<file path="config.mk">
export PLATFORM = sky130hd
export DESIGN_NAME = transaction_id_tracker
export DESIGN_NICKNAME = d
export VERILOG_FILES = /design/src/rtl/tidt_pkg.sv /design/src/rtl/tidt_ram.sv /design/src/rtl/transaction_id_tracker.sv
export SDC_FILE = /design/constraint.sdc
export NUM_CORES = 1
export LEC_CHECK = 0
export BUFFER_PORTS_ARGS = -buffer_cell sky130_fd_sc_hd__buf_2
export CELL_PAD_IN_SITES_DETAIL_PLACEMENT = 1
export CELL_PAD_IN_SITES_GLOBAL_PLACEMENT = 1
export CORE_MARGIN = 2
export CORE_UTILIZATION = 47
export CTS_CLUSTER_DIAMETER = 30
export DETAILED_ROUTE_END_ITERATION = 10
export PLACE_DENSITY_LB_ADDON = 0.1
export SETUP_SLACK_MARGIN = 0.15
export SKIP_LAST_GASP = 1
export SLEW_MARGIN = 5
export SYNTH_ARGS = -nofsm -noshare
export SYNTH_HDL_FRONTEND = slang
export SYNTH_SLANG_ARGS = --single-unit
</file>
<file path="constraint.sdc">
create_clock -name clk -period 5 [get_ports clk]
set_input_delay 0.75 -clock clk [delete_from_list [all_inputs] [get_ports clk]]
set_output_delay 0.75 -clock clk [all_outputs]
set_load 0.05 [all_outputs]
</file>
<file path="src/rtl/tidt_pkg.sv">
// ----------------------------------------------------------------------------
// tidt_pkg
// shared types and constants of the transaction id tracker
// ----------------------------------------------------------------------------
package tidt_pkg;

	localparam int ID_W            = 32;
	localparam int TYPE_W          = 8;
	localparam int ENTRY_W         = ID_W + TYPE_W;
	localparam int TABLE_DEPTH_DEF = 16;

	typedef enum logic [1:0] {
		OP_ADD      = 2'd0,
		OP_VALIDATE = 2'd1,
		OP_REMOVE   = 2'd2,
		OP_LOOKUP   = 2'd3
	} op_t;

	typedef enum logic [1:0] {
		STAT_OK     = 2'd0,
		STAT_NOPEND = 2'd1,
		STAT_FULL   = 2'd2
	} status_t;

endpackage

</file>
<file path="src/rtl/tidt_ram.sv">
// ----------------------------------------------------------------------------
// tidt_ram
// generic single write port ram with registered read
// ----------------------------------------------------------------------------
module tidt_ram #(
	parameter int WIDTH = 8,
	parameter int DEPTH = 16
) (
	input  logic                     clk,
	input  logic                     we,
	input  logic [$clog2(DEPTH)-1:0] waddr,
	input  logic [WIDTH-1:0]         wdata,
	input  logic [$clog2(DEPTH)-1:0] raddr,
	output logic [WIDTH-1:0]         rdata
);

	logic [WIDTH-1:0] mem_q [DEPTH];

	always_ff @(posedge clk) begin
		if (we) begin
			mem_q[waddr] <= wdata;
		end
		rdata <= mem_q[raddr];
	end

endmodule

</file>
<file path="src/rtl/transaction_id_tracker.sv">
// ----------------------------------------------------------------------------
// transaction_id_tracker
// table of pending transactions (id, message type) with id allocation
// ----------------------------------------------------------------------------
// channel  dir  fields
// s_*      in   tuser: operation[1:0]; tdata: trans_id[31:0], msg_type[39:32]
// m_*      out  tdata: id_out[31:0], status[33:32], is_active[34],
//               type_matches[35], zero[39:36]
// cfg_*    in   data: id_seed[31:0]
//
// one sweep of the table ram reads one slot a cycle
// validate, remove, lookup: one sweep of the table from accept to result
// add: one sweep per candidate probed, 1 to TABLE_DEPTH candidates
// reset clears the valid bits at once, no clearing pass
// a result waits in the output register; the next word is taken once the
// sequencer is back in idle
// ----------------------------------------------------------------------------
module transaction_id_tracker import tidt_pkg::*; #(
	parameter int TABLE_DEPTH = TABLE_DEPTH_DEF
) (
	input  logic                clk,
	input  logic                arst_n,
	input  logic                s_tvalid,
	output logic                s_tready,
	input  logic [1:0]          s_tuser,   // operation[1:0]
	input  logic [39:0]         s_tdata,   // trans_id[31:0], msg_type[39:32]
	output logic                m_tvalid,
	input  logic                m_tready,
	output logic [39:0]         m_tdata,   // id_out[31:0], status[33:32],
	                                       // is_active[34], type_matches[35]
	input  logic                cfg_valid,
	output logic                cfg_ready,
	input  logic [ID_W-1:0]     cfg_data   // id_seed[31:0]
);

	localparam int IW = $clog2(TABLE_DEPTH);
	localparam int CW = IW + 1;

	typedef enum logic [1:0] {
		S_IDLE,
		S_SWEEP,
		S_DONE
	} state_t;

	state_t               state_q;
	op_t                  op_q;
	logic [ID_W-1:0]      key_q;
	logic [TYPE_W-1:0]    type_q;
	logic [ID_W-1:0]      cand_q;
	logic [CW-1:0]        cnt_q;
	logic                 chk_s1;
	logic [IW-1:0]        idx_s1;
	logic                 hit_q;
	logic                 match_q;
	logic [IW-1:0]        slot_q;
	logic                 free_found_q;
	logic [IW-1:0]        free_q;
	logic [TABLE_DEPTH-1:0] valid_q;

	logic [ID_W-1:0]      out_id_q;
	status_t              out_status_q;
	logic                 out_active_q;
	logic                 out_match_q;
	logic                 out_valid_q;

	logic                 issue;
	logic [IW-1:0]        raddr;
	logic [ENTRY_W-1:0]   rdata;
	logic [ID_W-1:0]      rd_id;
	logic [TYPE_W-1:0]    rd_type;
	logic [ID_W-1:0]      key;
	logic                 cmp_hit;
	logic                 out_free;
	logic                 ram_we;

	assign issue    = (cnt_q != CW'(TABLE_DEPTH));
	assign raddr    = issue ? cnt_q[IW-1:0] : '0;
	assign rd_id    = rdata[ID_W-1:0];
	assign rd_type  = rdata[ENTRY_W-1:ID_W];
	assign key      = (op_q == OP_ADD) ? cand_q : key_q;
	assign cmp_hit  = chk_s1 && valid_q[idx_s1] && (rd_id == key);
	assign out_free = !out_valid_q || m_tready;
	assign ram_we   = (state_q == S_DONE) && out_free && (op_q == OP_ADD)
		&& free_found_q && !hit_q;

	tidt_ram #(
		.WIDTH(ENTRY_W),
		.DEPTH(TABLE_DEPTH)
	) u_ram (
		.clk  (clk),
		.we   (ram_we),
		.waddr(free_q),
		.wdata({type_q, cand_q}),
		.raddr(raddr),
		.rdata(rdata)
	);

	always_ff @(posedge clk or negedge arst_n) begin
		if (!arst_n) begin
			state_q      <= S_IDLE;
			op_q         <= OP_ADD;
			key_q        <= '0;
			type_q       <= '0;
			cand_q       <= '0;
			cnt_q        <= '0;
			chk_s1       <= 1'b0;
			idx_s1       <= '0;
			hit_q        <= 1'b0;
			match_q      <= 1'b0;
			slot_q       <= '0;
			free_found_q <= 1'b0;
			free_q       <= '0;
			valid_q      <= '0;
			out_id_q     <= '0;
			out_status_q <= STAT_OK;
			out_active_q <= 1'b0;
			out_match_q  <= 1'b0;
			out_valid_q  <= 1'b0;
		end else begin
			if (out_valid_q && m_tready) begin
				out_valid_q <= 1'b0;
			end
			unique case (state_q)
				S_IDLE: begin
					if (cfg_valid) begin
						cand_q <= cfg_data;
					end
					if (s_tvalid) begin
						op_q         <= op_t'(s_tuser);
						key_q        <= s_tdata[ID_W-1:0];
						type_q       <= s_tdata[ENTRY_W-1:ID_W];
						cnt_q        <= '0;
						chk_s1       <= 1'b0;
						hit_q        <= 1'b0;
						match_q      <= 1'b0;
						free_found_q <= 1'b0;
						state_q      <= S_SWEEP;
					end
				end
				S_SWEEP: begin
					if (issue) begin
						cnt_q  <= cnt_q + CW'(1);
						chk_s1 <= 1'b1;
						idx_s1 <= cnt_q[IW-1:0];
					end else begin
						chk_s1 <= 1'b0;
					end
					if (cmp_hit && !hit_q) begin
						hit_q   <= 1'b1;
						slot_q  <= idx_s1;
						match_q <= (rd_type == type_q);
					end
					if (chk_s1 && !valid_q[idx_s1] && !free_found_q) begin
						free_found_q <= 1'b1;
						free_q       <= idx_s1;
					end
					if (!issue && !chk_s1) begin
						state_q <= S_DONE;
					end
				end
				S_DONE: begin
					if (out_free) begin
						out_id_q     <= key_q;
						out_status_q <= STAT_OK;
						out_active_q <= hit_q;
						out_match_q  <= hit_q && match_q;
						out_valid_q  <= 1'b1;
						state_q      <= S_IDLE;
						unique case (op_q)
							OP_ADD: begin
								out_active_q <= 1'b0;
								out_match_q  <= 1'b0;
								if (!free_found_q) begin
									out_id_q     <= '0;
									out_status_q <= STAT_FULL;
								end else if (hit_q) begin
									// candidate taken, probe the next one
									cand_q      <= cand_q + ID_W'(1);
									hit_q       <= 1'b0;
									cnt_q       <= '0;
									chk_s1      <= 1'b0;
									out_valid_q <= 1'b0;
									state_q     <= S_SWEEP;
								end else begin
									valid_q[free_q] <= 1'b1;
									out_id_q        <= cand_q;
								end
							end
							OP_VALIDATE: begin
								if (hit_q && match_q) begin
									valid_q[slot_q] <= 1'b0;
								end else begin
									out_status_q <= STAT_NOPEND;
								end
							end
							OP_REMOVE: begin
								if (hit_q) begin
									valid_q[slot_q] <= 1'b0;
								end
							end
							OP_LOOKUP: begin
							end
							default: begin
							end
						endcase
					end
				end
				default: begin
					state_q <= S_IDLE;
				end
			endcase
		end
	end

	assign s_tready  = (state_q == S_IDLE);
	assign cfg_ready = (state_q == S_IDLE);
	assign m_tvalid  = out_valid_q;
	assign m_tdata   = {4'b0000, out_match_q, out_active_q, out_status_q, out_id_q};

endmodule

</file>
==> metrics.md <==
| Metric | Value |
|---|---|
| Layout area overhead | `22.2%` |
| Post-Layout Inst Area | `40,200 µm²` |
| Kind of critical path | `reg2reg` |
| Switching power | `9.44 mW` |
| Gate Count Post-Synth | `2,404` |
| CTS root buffer | `clkbuf_16` |
| Leak | `14.4 nW` |
| Reg-to-reg endpoint | `u_ram.rdata[28]` |
| Number of CTS-inserted buffers | `159` |
| Yosys top cell by area | `edfxtp_1` |
| First-pass GRT wire length | `149,000 µm` |
| Max Slew Vio Count | `0` |
| Synth top area share | `58.5%` |
| Hold_buf cts | `0` |
| Fraction of registers with async set/reset | `18.1%` |
| Maximum clock insertion buffer count | `3` |
| Routed vias | `22,100` |
| GP Congestion | `0.800` |
| R2R cell count | `7` |
| Seq pwr share | `37.0%` |
| Final Setup Violations | `0` |
| CTS tree | `done` |
| WL final | `99,600 µm` |
| Maximum VDD drop | `513 µV` |
| Vias in the first global route | `23,800` |
| Antenna cells | `0` |
| Commonest cells in the netlist | `edfxtp_1 (640), nand2_1 (381), o22ai_1 (170)` |
| Internal | `18.3 mW` |
| Pwr per Cell Area | `690 nW/µm²` |
| Synth Register Bits | `830` |
| DRC viols | `0` |
| Final period utilization | `73.2%` |
| Crit Path Max Fanout | `38` |
| Worst R2R Setup Slack | `1.34 ns` |
| Num Clock Sinks | `830` |
| Worst rel slew slack | `18.2%` |
| Slowest library cell on the worst path | `dfrtp_4` |
| H-tree levels | `4` |
| Die Y | `268 µm` |
| Largest delay share family, worst path | `simple AND/OR/NAND/NOR gates` |
| Worst endpoint required time | `5.60 ns` |
| Avg Inst Size Synth | `13.7 µm²` |
| Worst Skew | `0.0225 ns` |
| Later-pin clock latency in the skew report | `0.73 ns` |
| Dpl ws | `1.24 ns` |
| Top_reg_cell synth | `edfxtp_1` |
| Tightest Pin Transition | `1.21 ns` |
| WHS | `0.152 ns` |
| Switching Share | `34.1%` |
| Area after DPL | `34,700 µm²` |
| Resize count post-CTS | `0` |
| Hold Violations, Final | `0` |
| Nets@finish | `2,652` |
| Sequential area share after synthesis | `72.3%` |
| Pin count of the biggest net entering global routing | `165` |
| Hold Path Class | `in2async` |
| Row Count | `96` |
| Post-route ant nets | `0` |
| Die area | `72,100 µm²` |
| Total Routing Usage GR | `28.0%` |
| Combinational Power Share | `23.9%` |
| Initial Util | `47.7%` |
| Ports | `122` |
| # Post-CTS Setup Buffers | `0` |
| Port Buffers | `117` |
| Post-synthesis cell type count | `62` |
| HPWL after DPL | `54,200 µm` |
| Setup TNS | `0 ns` |
| Worst-path clk slew | `0.05 ns` |
| Max_cap viols | `0` |
| Proportion of layout cells with a drive suffix above 1 | `19.2%` |
| Max incr delay on CP | `0.73 ns` |
| FF-to-FF Start | `cnt_q[3]` |
| Initial antenna violation count | `0` |
| Grt total ovfl | `0` |
| Fmax | `273 MHz` |
| Count leader, synth | `edfxtp_1` |
| Clock power frac | `39.1%` |
| Post-Syn Area | `32,900 µm²` |
| Pre-antenna DRT Iters | `5` |
| Wire per inst | `27.5 µm` |
| Buffers plus inverters on the worst setup path | `1` |
| Via/cell ratio | `6.08` |
| Tmin final | `3.66 ns` |
| Cell-by-cell trace of the critical path | `nand4bb_1, nand2_4, buf_4, nand2_1, a311oi_1, a21oi_1, a21oi_1` |
| Outcome | `completed` |
| Die width | `268 µm` |
| Core Box Area | `68,900 µm²` |
| Critical Path Sink Type | `flip-flop` |
| Worst EP arrival | `4.26 ns` |
| Ys Warns | `0` |
| Startpoint Class | `flip-flop` |
| Final Util | `58.3%` |
| Setup WS post-layout | `1.34 ns` |
| Synth area leaders | `edfxtp_1 (58%), dfrtp_1 (11%), nand2_1 (4.4%)` |
| RSZ-0062 raised after global routing | `no` |
| Number of synthesized flops with an enable pin | `640` |
| Most used cell, CP | `a21oi_1` |
| DR iter-0 viols | `1,913` |
## how the worst max path moves through the flow
stage / to / slack (ns) / depth (start not counted) / from
2_1_floorplan: u_ram.mem_q[8][0] / 0.17 / 5 / m_tready
3_3_place_gp: u_ram.mem_q[15][0] / 1.28 / 7 / m_tready
3_5_place_dp: u_ram.mem_q[7][1] / 1.24 / 7 / m_tready
4_1_cts: u_ram.rdata[20] / 1.37 / 7 / cnt_q[3]
5_1_grt: u_ram.rdata[28] / 1.20 / 7 / cnt_q[3]
6_report: u_ram.rdata[28] / 1.34 / 7 / cnt_q[3]
## through the flow
stage,power [mW],instances
6_report,27.7,3628
5_1_grt,28.8,3628
4_1_cts,27.8,3628
3_5_place_dp,16.9,3336
3_3_place_gp,16.7,3336
2_1_floorplan,14.0,2407
## registers in the layout (all words and copies together), names as in the netlist, 2 cells and up
name          cells
cnt_q             5
idx_s1            4
type_q            8
cand_q           32
u_ram.mem_q     640
out_status_q      2
out_id_q         32
state_q           2
slot_q            4
u_ram.rdata      40
valid_q          16
op_q              2
key_q            32
free_q            4
## layout by cell type (no fill, tap or decap), drive strengths merged, types with 81 or more instances in the layout
master  netlist  final
edfxtp      640    640
nand2       381    381
clkbuf      133    199
buf          45    176
o22ai       170    170
dfrtp       150    150
a21oi       133    133
nor2        103    103
a31oi        96     96
a311oi       81     81
## area by class of cell
class	instances	area, µm²
Multi-Input combinational cell	1385	8470
Clock inverter	93	1200
Timing Repair Buffer	176	1220
Sequential cell	830	23800
Tap cell	931	1160
Clock buffer	199	4280
Fill cell	6580	28800
Inverter	14	52.6
## per-layer routing
metal / share of wire (%) / global-route usage, % / vias to the layer above
li1: - / - / 9667
met2: 51 / 47.8 / 660
met5: 0 / 0 / -
met3: 5.1 / 4.79 / 168
met4: 2.4 / 9.31 / 0
met1: 42 / 36.5 / 11600
## power by group through the flow
stage	combinational, mW	sequential [mW]	clock, mW
3_3_place_gp	6.36	10.3	0
6_report	6.62	10.2	10.8
5_1_grt	7.18	10.4	11.3
3_5_place_dp	6.51	10.4	0
2_1_floorplan	4.41	9.63	0
4_1_cts	6.61	10.3	10.9
## cell families (layout without fill, tap and decap cells)
logic type,after synthesis,in the layout,share of synthesized area [%]
buffers and inverters,192,482,2.44
multiplexers,98,98,3.32
XOR/XNOR,43,43,1.15
flip-flops,830,830,72.3
AND/OR/NAND/NOR,587,587,7.50
adder cells (fa/ha/maj),7,7,0.266
other,1,4,0.0114
AO/OA/AOI/OAI,646,646,13.0
No activity file was read; power rests on OpenSTA's default activity.
